===== src/rtl/core/calendar_date_add_subtract_core_defines.svh =====
// Assertion macros shared by the calendar date core.
`ifndef CALENDAR_DATE_ADD_SUBTRACT_CORE_DEFINES_SVH
`define CALENDAR_DATE_ADD_SUBTRACT_CORE_DEFINES_SVH
`ifndef SYNTHESIS
// Same-cycle implication, checked on clk, off while arst_n is low.
`define CDAS_ASSERT_IMP(lbl, ante, cons) \
	lbl: assert property (@(posedge clk) disable iff (!arst_n) (ante) |-> (cons)) \
		else $error("calendar date core: assertion failed");
// Next-cycle implication, checked on clk, off while arst_n is low.
`define CDAS_ASSERT_NXT(lbl, ante, cons) \
	lbl: assert property (@(posedge clk) disable iff (!arst_n) (ante) |=> (cons)) \
		else $error("calendar date core: assertion failed");
`else
`define CDAS_ASSERT_IMP(lbl, ante, cons)
`define CDAS_ASSERT_NXT(lbl, ante, cons)
`endif
`endif


===== src/rtl/core/cdas_pkg.sv =====
// Types, constants and calendar helpers for the calendar date core.
`default_nettype none
package cdas_pkg;

	localparam logic [1:0] OP_LOAD = 2'd0;
	localparam logic [1:0] OP_ADD  = 2'd1;
	localparam logic [1:0] OP_SUB  = 2'd2;

	localparam logic [13:0] YEAR_MAX   = 14'd16383;
	localparam logic [13:0] YEAR_RESET = 14'd2000;
	localparam logic [6:0]  YEAR_RESET_CENT = 7'd20;

	localparam logic [4:0] HOURS_PER_DAY = 5'd24;
	localparam logic [4:0] HOUR_MAX      = 5'd23;
	localparam logic [5:0] MINUTE_MAX    = 6'd59;
	localparam logic [3:0] MONTHS        = 4'd12;
	localparam logic [3:0] MONTH_FEB     = 4'd2;
	localparam logic [4:0] FEB_LEAP_LEN  = 5'd29;

	// floor(y / 100) = (y * 5243) >> 19 for any 14-bit year
	localparam logic [12:0] RECIP_100 = 13'd5243;
	// floor(x / 3) = (x * 171) >> 9 for x below 512
	localparam logic [7:0]  RECIP_3   = 8'd171;

	localparam logic [4:0] MONTH_LEN [12] = '{
		5'd31, 5'd28, 5'd31, 5'd30, 5'd31, 5'd30,
		5'd31, 5'd31, 5'd30, 5'd31, 5'd30, 5'd31
	};

	typedef enum logic [2:0] {
		ST_IDLE,
		ST_LOAD,
		ST_DIV,
		ST_REM,
		ST_HOUR,
		ST_STEP,
		ST_FINISH
	} cdas_state_t;

	typedef struct packed {
		logic capture;
		logic load;
		logic div;
		logic rem;
		logic hour;
		logic step;
		logic publish;
	} cdas_cmd_t;

	typedef struct packed {
		logic n_zero;
		logic leap_ok;
	} cdas_status_t;

	function automatic logic [4:0] days_in_month(input logic [3:0] month, input logic leap);
		logic [3:0] idx;
		idx = month - 4'd1;
		if (month == MONTH_FEB && leap) begin
			return FEB_LEAP_LEN;
		end else if (idx < MONTHS) begin
			return MONTH_LEN[idx];
		end else begin
			return MONTH_LEN[0];
		end
	endfunction

endpackage
`default_nettype wire


===== src/rtl/core/cdas_if.sv =====
// Request and response channel interfaces of the calendar date core.
`default_nettype none
interface cdas_req_if #(
	parameter int DAY_COUNT_BITS = 16
);
	logic                      valid;
	logic                      ready;
	logic [1:0]                op;
	logic [4:0]                load_day;
	logic [3:0]                load_month;
	logic [13:0]               load_year;
	logic [4:0]                load_hour;
	logic [5:0]                load_minute;
	logic [DAY_COUNT_BITS-1:0] day_count;
	logic [9:0]                hour_count;

	modport source (
		output valid, op, load_day, load_month, load_year, load_hour, load_minute,
		output day_count, hour_count,
		input  ready
	);
	modport sink (
		input  valid, op, load_day, load_month, load_year, load_hour, load_minute,
		input  day_count, hour_count,
		output ready
	);
endinterface

interface cdas_rsp_if;
	logic        valid;
	logic        ready;
	logic [4:0]  out_day;
	logic [3:0]  out_month;
	logic [13:0] out_year;
	logic [4:0]  out_hour;
	logic [5:0]  out_minute;
	logic        year_wrapped;

	modport source (
		output valid, out_day, out_month, out_year, out_hour, out_minute, year_wrapped,
		input  ready
	);
	modport sink (
		input  valid, out_day, out_month, out_year, out_hour, out_minute, year_wrapped,
		output ready
	);
endinterface
`default_nettype wire


===== src/rtl/core/cdas_ctrl.sv =====
// Sequencer of the calendar date core: request intake, step loop, result handoff.
`default_nettype none
module cdas_ctrl (
	input  logic                  clk,
	input  logic                  arst_n,
	input  logic                  in_valid,
	output logic                  in_ready,
	input  logic [1:0]            in_op,
	output logic                  out_valid,
	input  logic                  out_ready,
	input  cdas_pkg::cdas_status_t status,
	output cdas_pkg::cdas_cmd_t    cmd
);

	cdas_pkg::cdas_state_t state_q, state_d;
	logic                  out_valid_q;
	logic                  slot_free;

	assign slot_free = !out_valid_q || out_ready;

	always_comb begin
		state_d = state_q;
		case (state_q)
			cdas_pkg::ST_IDLE: begin
				if (in_valid) begin
					case (in_op)
						cdas_pkg::OP_LOAD: state_d = cdas_pkg::ST_LOAD;
						cdas_pkg::OP_ADD:  state_d = cdas_pkg::ST_DIV;
						cdas_pkg::OP_SUB:  state_d = cdas_pkg::ST_DIV;
						default:           state_d = cdas_pkg::ST_FINISH;
					endcase
				end
			end
			cdas_pkg::ST_LOAD: state_d = cdas_pkg::ST_FINISH;
			cdas_pkg::ST_DIV:  state_d = cdas_pkg::ST_REM;
			cdas_pkg::ST_REM:  state_d = cdas_pkg::ST_HOUR;
			cdas_pkg::ST_HOUR: state_d = cdas_pkg::ST_STEP;
			cdas_pkg::ST_STEP: begin
				if (status.n_zero) begin
					state_d = cdas_pkg::ST_FINISH;
				end
			end
			cdas_pkg::ST_FINISH: begin
				if (slot_free) begin
					state_d = cdas_pkg::ST_IDLE;
				end
			end
			default: state_d = cdas_pkg::ST_IDLE;
		endcase
	end

	always_comb begin
		cmd      = '0;
		in_ready = 1'b0;
		case (state_q)
			cdas_pkg::ST_IDLE: begin
				in_ready    = 1'b1;
				cmd.capture = in_valid;
			end
			cdas_pkg::ST_LOAD:   cmd.load = 1'b1;
			cdas_pkg::ST_DIV:    cmd.div  = 1'b1;
			cdas_pkg::ST_REM:    cmd.rem  = 1'b1;
			cdas_pkg::ST_HOUR:   cmd.hour = 1'b1;
			// hold while the leap flag catches up with a new year
			cdas_pkg::ST_STEP:   cmd.step = !status.n_zero && status.leap_ok;
			cdas_pkg::ST_FINISH: cmd.publish = slot_free;
			default: begin
				cmd      = '0;
				in_ready = 1'b0;
			end
		endcase
	end

	always_ff @(posedge clk or negedge arst_n) begin
		if (!arst_n) begin
			state_q     <= cdas_pkg::ST_IDLE;
			out_valid_q <= 1'b0;
		end else begin
			state_q <= state_d;
			if (cmd.publish) begin
				out_valid_q <= 1'b1;
			end else if (out_ready) begin
				out_valid_q <= 1'b0;
			end
		end
	end

	assign out_valid = out_valid_q;

endmodule
`default_nettype wire


===== src/rtl/core/cdas_datapath.sv =====
// Date registers, hour split, leap pipeline and month stepper of the calendar date core.
`default_nettype none
module cdas_datapath #(
	parameter int DAY_COUNT_BITS = 16
) (
	input  logic                      clk,
	input  logic                      arst_n,
	input  cdas_pkg::cdas_cmd_t       cmd,
	output cdas_pkg::cdas_status_t    status,
	input  logic [1:0]                in_op,
	input  logic [4:0]                in_load_day,
	input  logic [3:0]                in_load_month,
	input  logic [13:0]               in_load_year,
	input  logic [4:0]                in_load_hour,
	input  logic [5:0]                in_load_minute,
	input  logic [DAY_COUNT_BITS-1:0] in_day_count,
	input  logic [9:0]                in_hour_count,
	output logic [4:0]                out_day,
	output logic [3:0]                out_month,
	output logic [13:0]               out_year,
	output logic [4:0]                out_hour,
	output logic [5:0]                out_minute,
	output logic                      out_year_wrapped
);

	// remaining-day counter: day count plus up to 43 days from the hours
	localparam int NW = ((DAY_COUNT_BITS > 6) ? DAY_COUNT_BITS : 6) + 1;

	// captured request
	logic                      back_q;
	logic [4:0]                ld_day_q;
	logic [3:0]                ld_month_q;
	logic [13:0]               ld_year_q;
	logic [4:0]                ld_hour_q;
	logic [5:0]                ld_minute_q;
	logic [DAY_COUNT_BITS-1:0] dcnt_q;
	logic [9:0]                hrs_q;

	// hour split
	logic [5:0]  hdays_q;
	logic [4:0]  hrem_q;
	logic [14:0] div3_prod;
	logic [9:0]  hdays_x24;

	// held date
	logic [4:0]  day_q;
	logic [3:0]  month_q;
	logic [13:0] year_q;
	logic [4:0]  hour_q;
	logic [5:0]  minute_q;
	logic        wrap_q;
	logic [NW-1:0] n_q;

	// leap pipeline
	logic [26:0] cent_prod;
	logic [13:0] year_s1;
	logic [7:0]  cent_s1;
	logic        leap_q;
	logic [13:0] leap_year_q;
	logic [14:0] cent_x100;
	logic        cent_zero;
	logic        leap_d;

	// hour adjust
	logic [5:0] fwd_sum;
	logic       fwd_carry;
	logic [4:0] fwd_hour;
	logic       back_borrow;
	logic [4:0] back_hour;
	logic       carry;

	// month stepper
	logic [4:0] len;
	logic [5:0] fwd_k;
	logic       fwd_done;
	logic       back_done;
	logic [3:0] prev_month;
	logic [4:0] prev_len;
	logic       year_up_wrap;
	logic       year_dn_wrap;

	// load saturation
	logic [4:0] sat_day;
	logic [3:0] sat_month;
	logic [4:0] sat_hour;
	logic [5:0] sat_minute;

	function automatic logic [6:0] in_hour_div8(input logic [9:0] h);
		return h[9:3];
	endfunction

	assign div3_prod = 15'(in_hour_div8(hrs_q)) * 15'(cdas_pkg::RECIP_3);
	assign hdays_x24 = {hdays_q, 4'b0} + {1'b0, hdays_q, 3'b0};

	assign cent_prod = 27'(year_q) * 27'(cdas_pkg::RECIP_100);
	assign cent_x100 = 15'({cent_s1, 6'b0}) + 15'({cent_s1, 5'b0}) + 15'({cent_s1, 2'b0});
	assign cent_zero = (cent_x100 == 15'(year_s1));
	assign leap_d    = ((year_s1[1:0] == 2'b00) && !cent_zero)
	                || (cent_zero && (cent_s1[1:0] == 2'b00));

	assign status.leap_ok = (leap_year_q == year_q);
	assign status.n_zero  = (n_q == '0);

	assign fwd_sum     = 6'(hour_q) + 6'(hrem_q);
	assign fwd_carry   = (fwd_sum >= 6'(cdas_pkg::HOURS_PER_DAY));
	assign fwd_hour    = fwd_carry ? 5'(fwd_sum - 6'(cdas_pkg::HOURS_PER_DAY)) : 5'(fwd_sum);
	assign back_borrow = (hour_q < hrem_q);
	assign back_hour   = back_borrow
		? 5'(6'(hour_q) + 6'(cdas_pkg::HOURS_PER_DAY) - 6'(hrem_q))
		: (hour_q - hrem_q);
	assign carry       = back_q ? back_borrow : fwd_carry;

	assign len       = cdas_pkg::days_in_month(month_q, leap_q);
	assign fwd_k     = (day_q < len) ? (6'(len - day_q) + 6'd1) : 6'd1;
	assign fwd_done  = (n_q < NW'(fwd_k));
	assign back_done = (n_q < NW'(day_q));
	assign prev_month = (month_q == 4'd1) ? cdas_pkg::MONTHS : (month_q - 4'd1);
	assign prev_len   = cdas_pkg::days_in_month(prev_month, leap_q);
	assign year_up_wrap = (year_q == cdas_pkg::YEAR_MAX);
	assign year_dn_wrap = (year_q == '0);

	assign sat_day    = (ld_day_q == '0) ? 5'd1 : ld_day_q;
	assign sat_month  = (ld_month_q == '0) ? 4'd1
	                  : ((ld_month_q > cdas_pkg::MONTHS) ? cdas_pkg::MONTHS : ld_month_q);
	assign sat_hour   = (ld_hour_q > cdas_pkg::HOUR_MAX) ? cdas_pkg::HOUR_MAX : ld_hour_q;
	assign sat_minute = (ld_minute_q > cdas_pkg::MINUTE_MAX) ? cdas_pkg::MINUTE_MAX : ld_minute_q;

	// capture, split and result registers carry payload only
	always_ff @(posedge clk) begin
		if (cmd.capture) begin
			back_q      <= (in_op == cdas_pkg::OP_SUB);
			ld_day_q    <= in_load_day;
			ld_month_q  <= in_load_month;
			ld_year_q   <= in_load_year;
			ld_hour_q   <= in_load_hour;
			ld_minute_q <= in_load_minute;
			dcnt_q      <= in_day_count;
			hrs_q       <= in_hour_count;
		end
		if (cmd.div) begin
			hdays_q <= div3_prod[14:9];
		end
		if (cmd.rem) begin
			hrem_q <= 5'(hrs_q - hdays_x24);
		end
		if (cmd.publish) begin
			out_day          <= day_q;
			out_month        <= month_q;
			out_year         <= year_q;
			out_hour         <= hour_q;
			out_minute       <= minute_q;
			out_year_wrapped <= wrap_q;
		end
	end

	always_ff @(posedge clk or negedge arst_n) begin
		if (!arst_n) begin
			year_s1     <= cdas_pkg::YEAR_RESET;
			cent_s1     <= 8'(cdas_pkg::YEAR_RESET_CENT);
			leap_q      <= 1'b1;
			leap_year_q <= cdas_pkg::YEAR_RESET;
		end else begin
			year_s1     <= year_q;
			cent_s1     <= cent_prod[26:19];
			leap_q      <= leap_d;
			leap_year_q <= year_s1;
		end
	end

	always_ff @(posedge clk or negedge arst_n) begin
		if (!arst_n) begin
			day_q    <= 5'd1;
			month_q  <= 4'd1;
			year_q   <= cdas_pkg::YEAR_RESET;
			hour_q   <= '0;
			minute_q <= '0;
			wrap_q   <= 1'b0;
			n_q      <= '0;
		end else begin
			if (cmd.capture) begin
				wrap_q <= 1'b0;
			end
			if (cmd.load) begin
				day_q    <= sat_day;
				month_q  <= sat_month;
				year_q   <= ld_year_q;
				hour_q   <= sat_hour;
				minute_q <= sat_minute;
			end
			if (cmd.hour) begin
				hour_q <= back_q ? back_hour : fwd_hour;
				n_q    <= NW'(dcnt_q) + NW'(hdays_q) + NW'(carry);
			end
			if (cmd.step) begin
				if (!back_q) begin
					if (fwd_done) begin
						day_q <= day_q + n_q[4:0];
						n_q   <= '0;
					end else begin
						n_q   <= n_q - NW'(fwd_k);
						day_q <= 5'd1;
						if (month_q >= cdas_pkg::MONTHS) begin
							month_q <= 4'd1;
							year_q  <= year_q + 14'd1;
							if (year_up_wrap) begin
								wrap_q <= 1'b1;
							end
						end else begin
							month_q <= month_q + 4'd1;
						end
					end
				end else begin
					if (back_done) begin
						day_q <= day_q - n_q[4:0];
						n_q   <= '0;
					end else begin
						n_q     <= n_q - NW'(day_q);
						month_q <= prev_month;
						day_q   <= prev_len;
						if (month_q == 4'd1) begin
							year_q <= year_q - 14'd1;
							if (year_dn_wrap) begin
								wrap_q <= 1'b1;
							end
						end
					end
				end
			end
		end
	end

endmodule
`default_nettype wire


===== src/rtl/core/calendar_date_add_subtract_core.sv =====
// Top level of the calendar date core: sequencer, datapath and channel wiring.
`default_nettype none
`include "calendar_date_add_subtract_core_defines.svh"
// Gregorian date keeper. The block holds day, month, year (0..16383, wrapping), hour and
// minute, reset to 1 Jan 2000 00:00. Each request on req carries an op: load sets the date
// (out-of-range fields saturate), add moves it forward by day_count days plus hour_count
// hours, subtract moves it back; op 3 only reports. Every request yields exactly one result
// on rsp with the date held afterwards and year_wrapped set when the year crossed its range.
// Requests are handled one at a time; req is ready again as soon as the previous one has
// finished, even while its result still sits in the output register. Op 3 goes straight
// to the result; load first writes the saturated fields; add or subtract capture the
// request, split the hours into days and a remainder, adjust the hour, then step the date
// one month boundary at a time, with a closing part-month step. A finished result also
// waits while rsp holds off the one before it. The time an add or subtract takes is set
// by the single month stepper in the datapath, which moves one month per cycle, and by
// the two-stage leap-year pipeline, which the stepper waits for after every change of
// year.
module calendar_date_add_subtract_core #(
	parameter int DAY_COUNT_BITS = 16
) (
	input  logic      clk,
	input  logic      arst_n,
	cdas_req_if.sink  req,
	cdas_rsp_if.source rsp
);

	cdas_pkg::cdas_cmd_t    cmd;
	cdas_pkg::cdas_status_t status;

	// sequencer: take a request, drive the datapath, hand the result to rsp
	cdas_ctrl u_ctrl (
		.clk       (clk),
		.arst_n    (arst_n),
		.in_valid  (req.valid),
		.in_ready  (req.ready),
		.in_op     (req.op),
		.out_valid (rsp.valid),
		.out_ready (rsp.ready),
		.status    (status),
		.cmd       (cmd)
	);

	// datapath: date registers, hour split, leap flag, month stepper, result register
	cdas_datapath #(
		.DAY_COUNT_BITS (DAY_COUNT_BITS)
	) u_datapath (
		.clk              (clk),
		.arst_n           (arst_n),
		.cmd              (cmd),
		.status           (status),
		.in_op            (req.op),
		.in_load_day      (req.load_day),
		.in_load_month    (req.load_month),
		.in_load_year     (req.load_year),
		.in_load_hour     (req.load_hour),
		.in_load_minute   (req.load_minute),
		.in_day_count     (req.day_count),
		.in_hour_count    (req.hour_count),
		.out_day          (rsp.out_day),
		.out_month        (rsp.out_month),
		.out_year         (rsp.out_year),
		.out_hour         (rsp.out_hour),
		.out_minute       (rsp.out_minute),
		.out_year_wrapped (rsp.year_wrapped)
	);

	// req is not ready in the cycle after a request is taken
	`CDAS_ASSERT_NXT(a_busy_after_accept, req.valid && req.ready, !req.ready)
	// a new result appears only right after the sequencer published it
	`CDAS_ASSERT_IMP(a_result_from_publish, $rose(rsp.valid), $past(cmd.publish))
	// a shown result always carries a month in 1..12 and a nonzero day
	`CDAS_ASSERT_IMP(a_date_legal, rsp.valid, (rsp.out_month - 4'd1) < cdas_pkg::MONTHS && |rsp.out_day)

endmodule
`default_nettype wire


===== src/flat_wrapper.sv =====
// flat-port wrapper written by rule: the top's interface ports become plain ports
module calendar_date_add_subtract_core_flat 
#(
	parameter int DAY_COUNT_BITS = 16
)
  (clk, arst_n, req_valid, req_op, req_load_day, req_load_month, req_load_year, req_load_hour, req_load_minute, req_day_count, req_hour_count, req_ready, rsp_valid, rsp_out_day, rsp_out_month, rsp_out_year, rsp_out_hour, rsp_out_minute, rsp_year_wrapped, rsp_ready);
  cdas_req_if #(.DAY_COUNT_BITS(DAY_COUNT_BITS)) req_i ();
  cdas_rsp_if rsp_i ();
  input  logic clk;
  input  logic arst_n;
  input wire logic [$bits(req_i.valid)-1:0] req_valid;
  input wire logic [$bits(req_i.op)-1:0] req_op;
  input wire logic [$bits(req_i.load_day)-1:0] req_load_day;
  input wire logic [$bits(req_i.load_month)-1:0] req_load_month;
  input wire logic [$bits(req_i.load_year)-1:0] req_load_year;
  input wire logic [$bits(req_i.load_hour)-1:0] req_load_hour;
  input wire logic [$bits(req_i.load_minute)-1:0] req_load_minute;
  input wire logic [$bits(req_i.day_count)-1:0] req_day_count;
  input wire logic [$bits(req_i.hour_count)-1:0] req_hour_count;
  output wire logic [$bits(req_i.ready)-1:0] req_ready;
  output wire logic [$bits(rsp_i.valid)-1:0] rsp_valid;
  output wire logic [$bits(rsp_i.out_day)-1:0] rsp_out_day;
  output wire logic [$bits(rsp_i.out_month)-1:0] rsp_out_month;
  output wire logic [$bits(rsp_i.out_year)-1:0] rsp_out_year;
  output wire logic [$bits(rsp_i.out_hour)-1:0] rsp_out_hour;
  output wire logic [$bits(rsp_i.out_minute)-1:0] rsp_out_minute;
  output wire logic [$bits(rsp_i.year_wrapped)-1:0] rsp_year_wrapped;
  input wire logic [$bits(rsp_i.ready)-1:0] rsp_ready;
  assign req_i.valid = req_valid;
  assign req_i.op = req_op;
  assign req_i.load_day = req_load_day;
  assign req_i.load_month = req_load_month;
  assign req_i.load_year = req_load_year;
  assign req_i.load_hour = req_load_hour;
  assign req_i.load_minute = req_load_minute;
  assign req_i.day_count = req_day_count;
  assign req_i.hour_count = req_hour_count;
  assign req_ready = req_i.ready;
  assign rsp_valid = rsp_i.valid;
  assign rsp_out_day = rsp_i.out_day;
  assign rsp_out_month = rsp_i.out_month;
  assign rsp_out_year = rsp_i.out_year;
  assign rsp_out_hour = rsp_i.out_hour;
  assign rsp_out_minute = rsp_i.out_minute;
  assign rsp_year_wrapped = rsp_i.year_wrapped;
  assign rsp_i.ready = rsp_ready;
  calendar_date_add_subtract_core #(.DAY_COUNT_BITS(DAY_COUNT_BITS)) u_core (.clk(clk), .arst_n(arst_n), .req(req_i), .rsp(rsp_i));
endmodule

===== config.mk =====
export PLATFORM = sky130hd
export DESIGN_NAME = calendar_date_add_subtract_core_flat
export DESIGN_NICKNAME = d
export VERILOG_FILES = /design/src/rtl/core/cdas_pkg.sv /design/src/rtl/core/cdas_if.sv /design/src/rtl/core/cdas_ctrl.sv /design/src/rtl/core/cdas_datapath.sv /design/src/rtl/core/calendar_date_add_subtract_core.sv /design/src/flat_wrapper.sv
export VERILOG_INCLUDE_DIRS = /design/src /design/src/rtl/core
export SDC_FILE = /design/constraint.sdc
export NUM_CORES = 1
export LEC_CHECK = 0
export ABC_AREA = 1
export BUFFER_PORTS_ARGS = -buffer_cell sky130_fd_sc_hd__buf_2
export CORE_AREA = 2 2 198 200
export DETAILED_ROUTE_END_ITERATION = 8
export DIE_AREA = 0 0 200 202
export SYNTH_ARGS = -nofsm -noshare
export SYNTH_HDL_FRONTEND = slang
export SYNTH_SLANG_ARGS = --single-unit

===== constraint.sdc =====
create_clock -name clk -period 8.2 [get_ports clk]
set_input_delay 0 -clock clk [delete_from_list [all_inputs] [get_ports clk]]
set_output_delay 0 -clock clk [all_outputs]
set_load 0.02 [all_outputs]

==> impl_summary.md <==
Clocking
After clock tree synthesis, the clock-pin slew on the worst setup and hold paths is 70 ps. Once the clock tree was built, the setup fixing pass inserted 0 buffers. For the worst-skew pair, the clock arrives at the later sink with an insertion delay of 480 ps.

Clock tree synthesis selected as its root buffer the cell sky130_fd_sc_hd__clkbuf_16. In this run the deepest clock path goes through 2 buffers. The number of buffers inserted during clock tree synthesis is 17. The number of levels the H-tree was split into is 4. TritonCTS built the clock tree.

The post-cts gate resize count is 0. The count of hold buffers inserted by post-cts repair is 68. The clock sink total is 200.

STA
The transition time at the pin with the least slew margin is 968.5 ps. The highest clock frequency the design can meet is 195.6 MHz. The setup TNS after final layout is 0 ps. The hold violation total from the final report is 0.

The final cycle utilization of the critical path is 0.6236. Setup repair after global routing left no endpoint under its margin. The worst pin sits at a relative slew slack of 0.3543. Setup violations remaining at the end of the flow were counted as 0. Clock skew on the completed layout was measured at 14.94 ps. The number of slew-limit violations in the final report is 0. The worst path needs between 5000 and 6000 ps of the cycle, external delays included.

Global route
The global-route wire length before repair is between 70000 and 80000 µm. Across every metal layer, demand over resource in global routing totals 0.2382. The maximum number of pins on one net before global-route repair is 69. Summed over all layers, the global routing overflow is 0. The initial antenna violation count is 0.

The number of global-route vias before repair is approximately 14000.

Die
The initial standard-cell utilization of the core is 0.4461. The core footprint is around 38000 µm². The I/O pin total is slightly above 100. The full die area is 40400 µm². The floorplan has between 70 and 80 rows. The die span in y is 202 µm.

The die is ~200 µm wide.

Route
The number of vias after detailed routing is approximately 14000. The final routed DRC violation total is 0. After the first detailed-routing iteration, the DRC count stood at 844. The number of detailed-routing iterations run before antenna repair is 7.

The number of routed nets with antenna violations is 0. The routed length per placed instance is roughly 17 µm. The final layout contains routed wiring with a total length of ~46000 µm. The via count normalized by instance count is around 5.1.

Synth
The synthesized netlist net count is about 2400. The main combinational cell family by area after synthesis is adder cells. Ranked by total cell area, the synthesized netlist is headed by sky130_fd_sc_hd__edfxtp_1 (19%), sky130_fd_sc_hd__ha_1 (17%), sky130_fd_sc_hd__fa_1 (10%), sky130_fd_sc_hd__dfrtp_1 (10%), sky130_fd_sc_hd__nand2_1 (9.4%). For this run, the leading register cell type out of synthesis is sky130_fd_sc_hd__edfxtp_1.

The simple logic cell fraction of the synthesized area is 0.1984. The post-synthesis mux area share is 0. The largest total area in the synthesized netlist belongs to sky130_fd_sc_hd__edfxtp_1. After synthesis, the most frequently instantiated cells are sky130_fd_sc_hd__nand2_1 (429), sky130_fd_sc_hd__inv_1 (323), sky130_fd_sc_hd__ha_1 (227), sky130_fd_sc_hd__nor2_1 (146), sky130_fd_sc_hd__nand3_1 (117). The area fraction in compound gates after synthesis was 0.07802. sky130_fd_sc_hd__nand2_1 is the most common cell in the netlist.

The adder-cell share of the synthesized area is 0.2706. The portion of synthesized cell area occupied by the leading cell type is 0.1881. The Yosys step of the flow raised 0 warnings.

The fraction of synthesis flops using an asynchronous set or reset pin is 0.4650. After synthesis, the netlist uses 54 different library cells. In this run, synthesis inferred between 100 and 150 flip-flops with an integrated enable. Counting flops and latches in the post-synthesis netlist gives 200. A synthesized cell averages 8.631 µm². The cell area that synthesis handed to floorplanning was ~17000 µm².

Of the synthesized area, sequential elements account for 0.3261. The post-synthesis cell count is just under 2000. The xor/xnor cell area share of the yosys netlist is 0.04666.

Finish
Of the cells placed in the final design, the portion with a size suffix greater than 1 is 0.09515. The fill cell instance count of the final layout is roughly 3600. The number of antenna diodes is 0. The synthesis-to-layout area growth is 13.68%.

The final-stage net count is about 2500.

Setup path
The worst setup path is launched from a register. The number of buffers and inverters on the critical path is 7. Data on the critical path arrives at its endpoint at 5530 ps. The critical path's most frequent cell is sky130_fd_sc_hd__nand2_1. The critical path is of the register to register type. On the critical path, the stage with the largest delay is an instance of sky130_fd_sc_hd__dfstp_2. The gate family responsible for the most delay along the worst path is adder cells.

STA classifies the critical path endpoint as a register. The critical-path maximum fanout is 9. For this run, the slowest stage of the critical path takes about 630 ps.

The worst path required time is ~8600 ps.

Placement
During placement, the flow inserted port buffers numbering roughly 100. The routability congestion estimate is between 0.9 and 1. The post-DP HPWL is 35320 µm.

Worst hold path
The tightest min-delay check is of the input pin to asynchronous set/reset pin type.

Run
Max-cap violations in this run came to 0.

Status
The run finished with clean final reports.
## logic make-up after synthesis
| family | after synthesis |
|---|---|
| AOI/OAI and AO/OA | 238 |
| xor gates and xnor gates | 91 |
| adders and majority gates | 316 |
| buffers and inverters | 352 |
| DFF | 200 |
| and+or+nand+nor | 782 |
## cell type report
cell class / instances / area, µm² / share of cell area
Multi-Input combinational cell: 1427 / 10160 / 0.5233
Sequential cell: 200 / 5569 / 0.2868
Inverter: 332 / 1249 / 0.06431
Timing Repair Buffer: 174 / 1224 / 0.06302
Tap cell: 518 / 648.1 / 0.03338
Clock buffer: 21 / 440.4 / 0.02268
Clock inverter: 11 / 126.4 / 0.006509
## state kept, by name, summed over array words and instances (netlist names), 3 cells and up
name and cells:
u_core.u_ctrl.state_q 3, u_core.u_datapath.cent_s1 8, u_core.u_datapath.day_q 5, u_core.u_datapath.dcnt_q 16, u_core.u_datapath.hdays_q 6, u_core.u_datapath.hour_q 5, u_core.u_datapath.hrem_q 5, u_core.u_datapath.hrs_q 10
u_core.u_datapath.ld_day_q 5, u_core.u_datapath.ld_hour_q 5, u_core.u_datapath.ld_minute_q 6, u_core.u_datapath.ld_month_q 4, u_core.u_datapath.ld_year_q 14, u_core.u_datapath.leap_year_q 14, u_core.u_datapath.minute_q 6, u_core.u_datapath.month_q 4
u_core.u_datapath.n_q 17, u_core.u_datapath.out_day 5, u_core.u_datapath.out_hour 5, u_core.u_datapath.out_minute 6, u_core.u_datapath.out_month 4, u_core.u_datapath.out_year 14, u_core.u_datapath.year_q 14, u_core.u_datapath.year_s1 14
## path summary, 6_finish.rpt
kind                                                         start                                           to  slack (ps)  depth (start not counted)
setup / recovery            u_core.u_datapath.month_q[0]$_DFF_PN1_       u_core.u_datapath.day_q[3]$_DFFE_PN0P_        3090                         30
hold / removal                                              arst_n       u_core.u_datapath.year_s1[8]$_DFF_PN1_         150                          2
setup reg to reg            u_core.u_datapath.month_q[0]$_DFF_PN1_       u_core.u_datapath.day_q[3]$_DFFE_PN0P_        3090                         30
hold reg to reg            u_core.u_datapath.year_s1[10]$_DFF_PN1_  u_core.u_datapath.leap_year_q[10]$_DFF_PN1_         370                          0
max in group asynchronous                                   arst_n      u_core.u_datapath.year_s1[11]$_DFF_PN0_        6690                          3
min in group clk                                req_load_minute[2]   u_core.u_datapath.ld_minute_q[2]$_DFFE_PP_         230                          2
## layer usage
metal | wire length (µm) | track usage | vias up | share of wire
met1 | 20980 | 0.3212 | 6504 | 0.46
li1 | - | - | 6744 | -
met4 | 1101 | 0.08307 | 0 | 0.024
met5 | 0 | 0 | - | 0
met2 | 21640 | 0.3915 | 313 | 0.47
met3 | 1863 | 0.03354 | 59 | 0.041
## metrics by stage
stage	hold WS, ps	util	area, µm²	cells	worst slack, ps
2_1_floorplan	-295.6	-	17080	1979	3894
3_3_place_gp	-55.03	0.4745	18170	2583	3260
3_5_place_dp	-55.44	0.4745	18170	2583	3105
4_1_cts	112.3	0.5071	19420	2683	3078
5_1_grt	158.3	0.5071	19420	2683	2487
6_report	145.4	0.5071	19420	2683	3086
## cell usage in the layout (no fill, tap or decap), drive strengths merged, types with 20 or more instances in the layout
master,n
a21oi,66
buf,106
clkbuf,21
dfrtp,70
dfstp,23
dlygate4sd3,68
edfxtp,107
fa,89
ha,227
inv,333
nand2,437
nand3,121
nand4,27
nor2,161
o21ai,120
xnor2,20
xor2,71
Power is left out: the tool's default activity adds up to more than one toggle a clock period on the data nets, which glitch-free logic cannot reach.
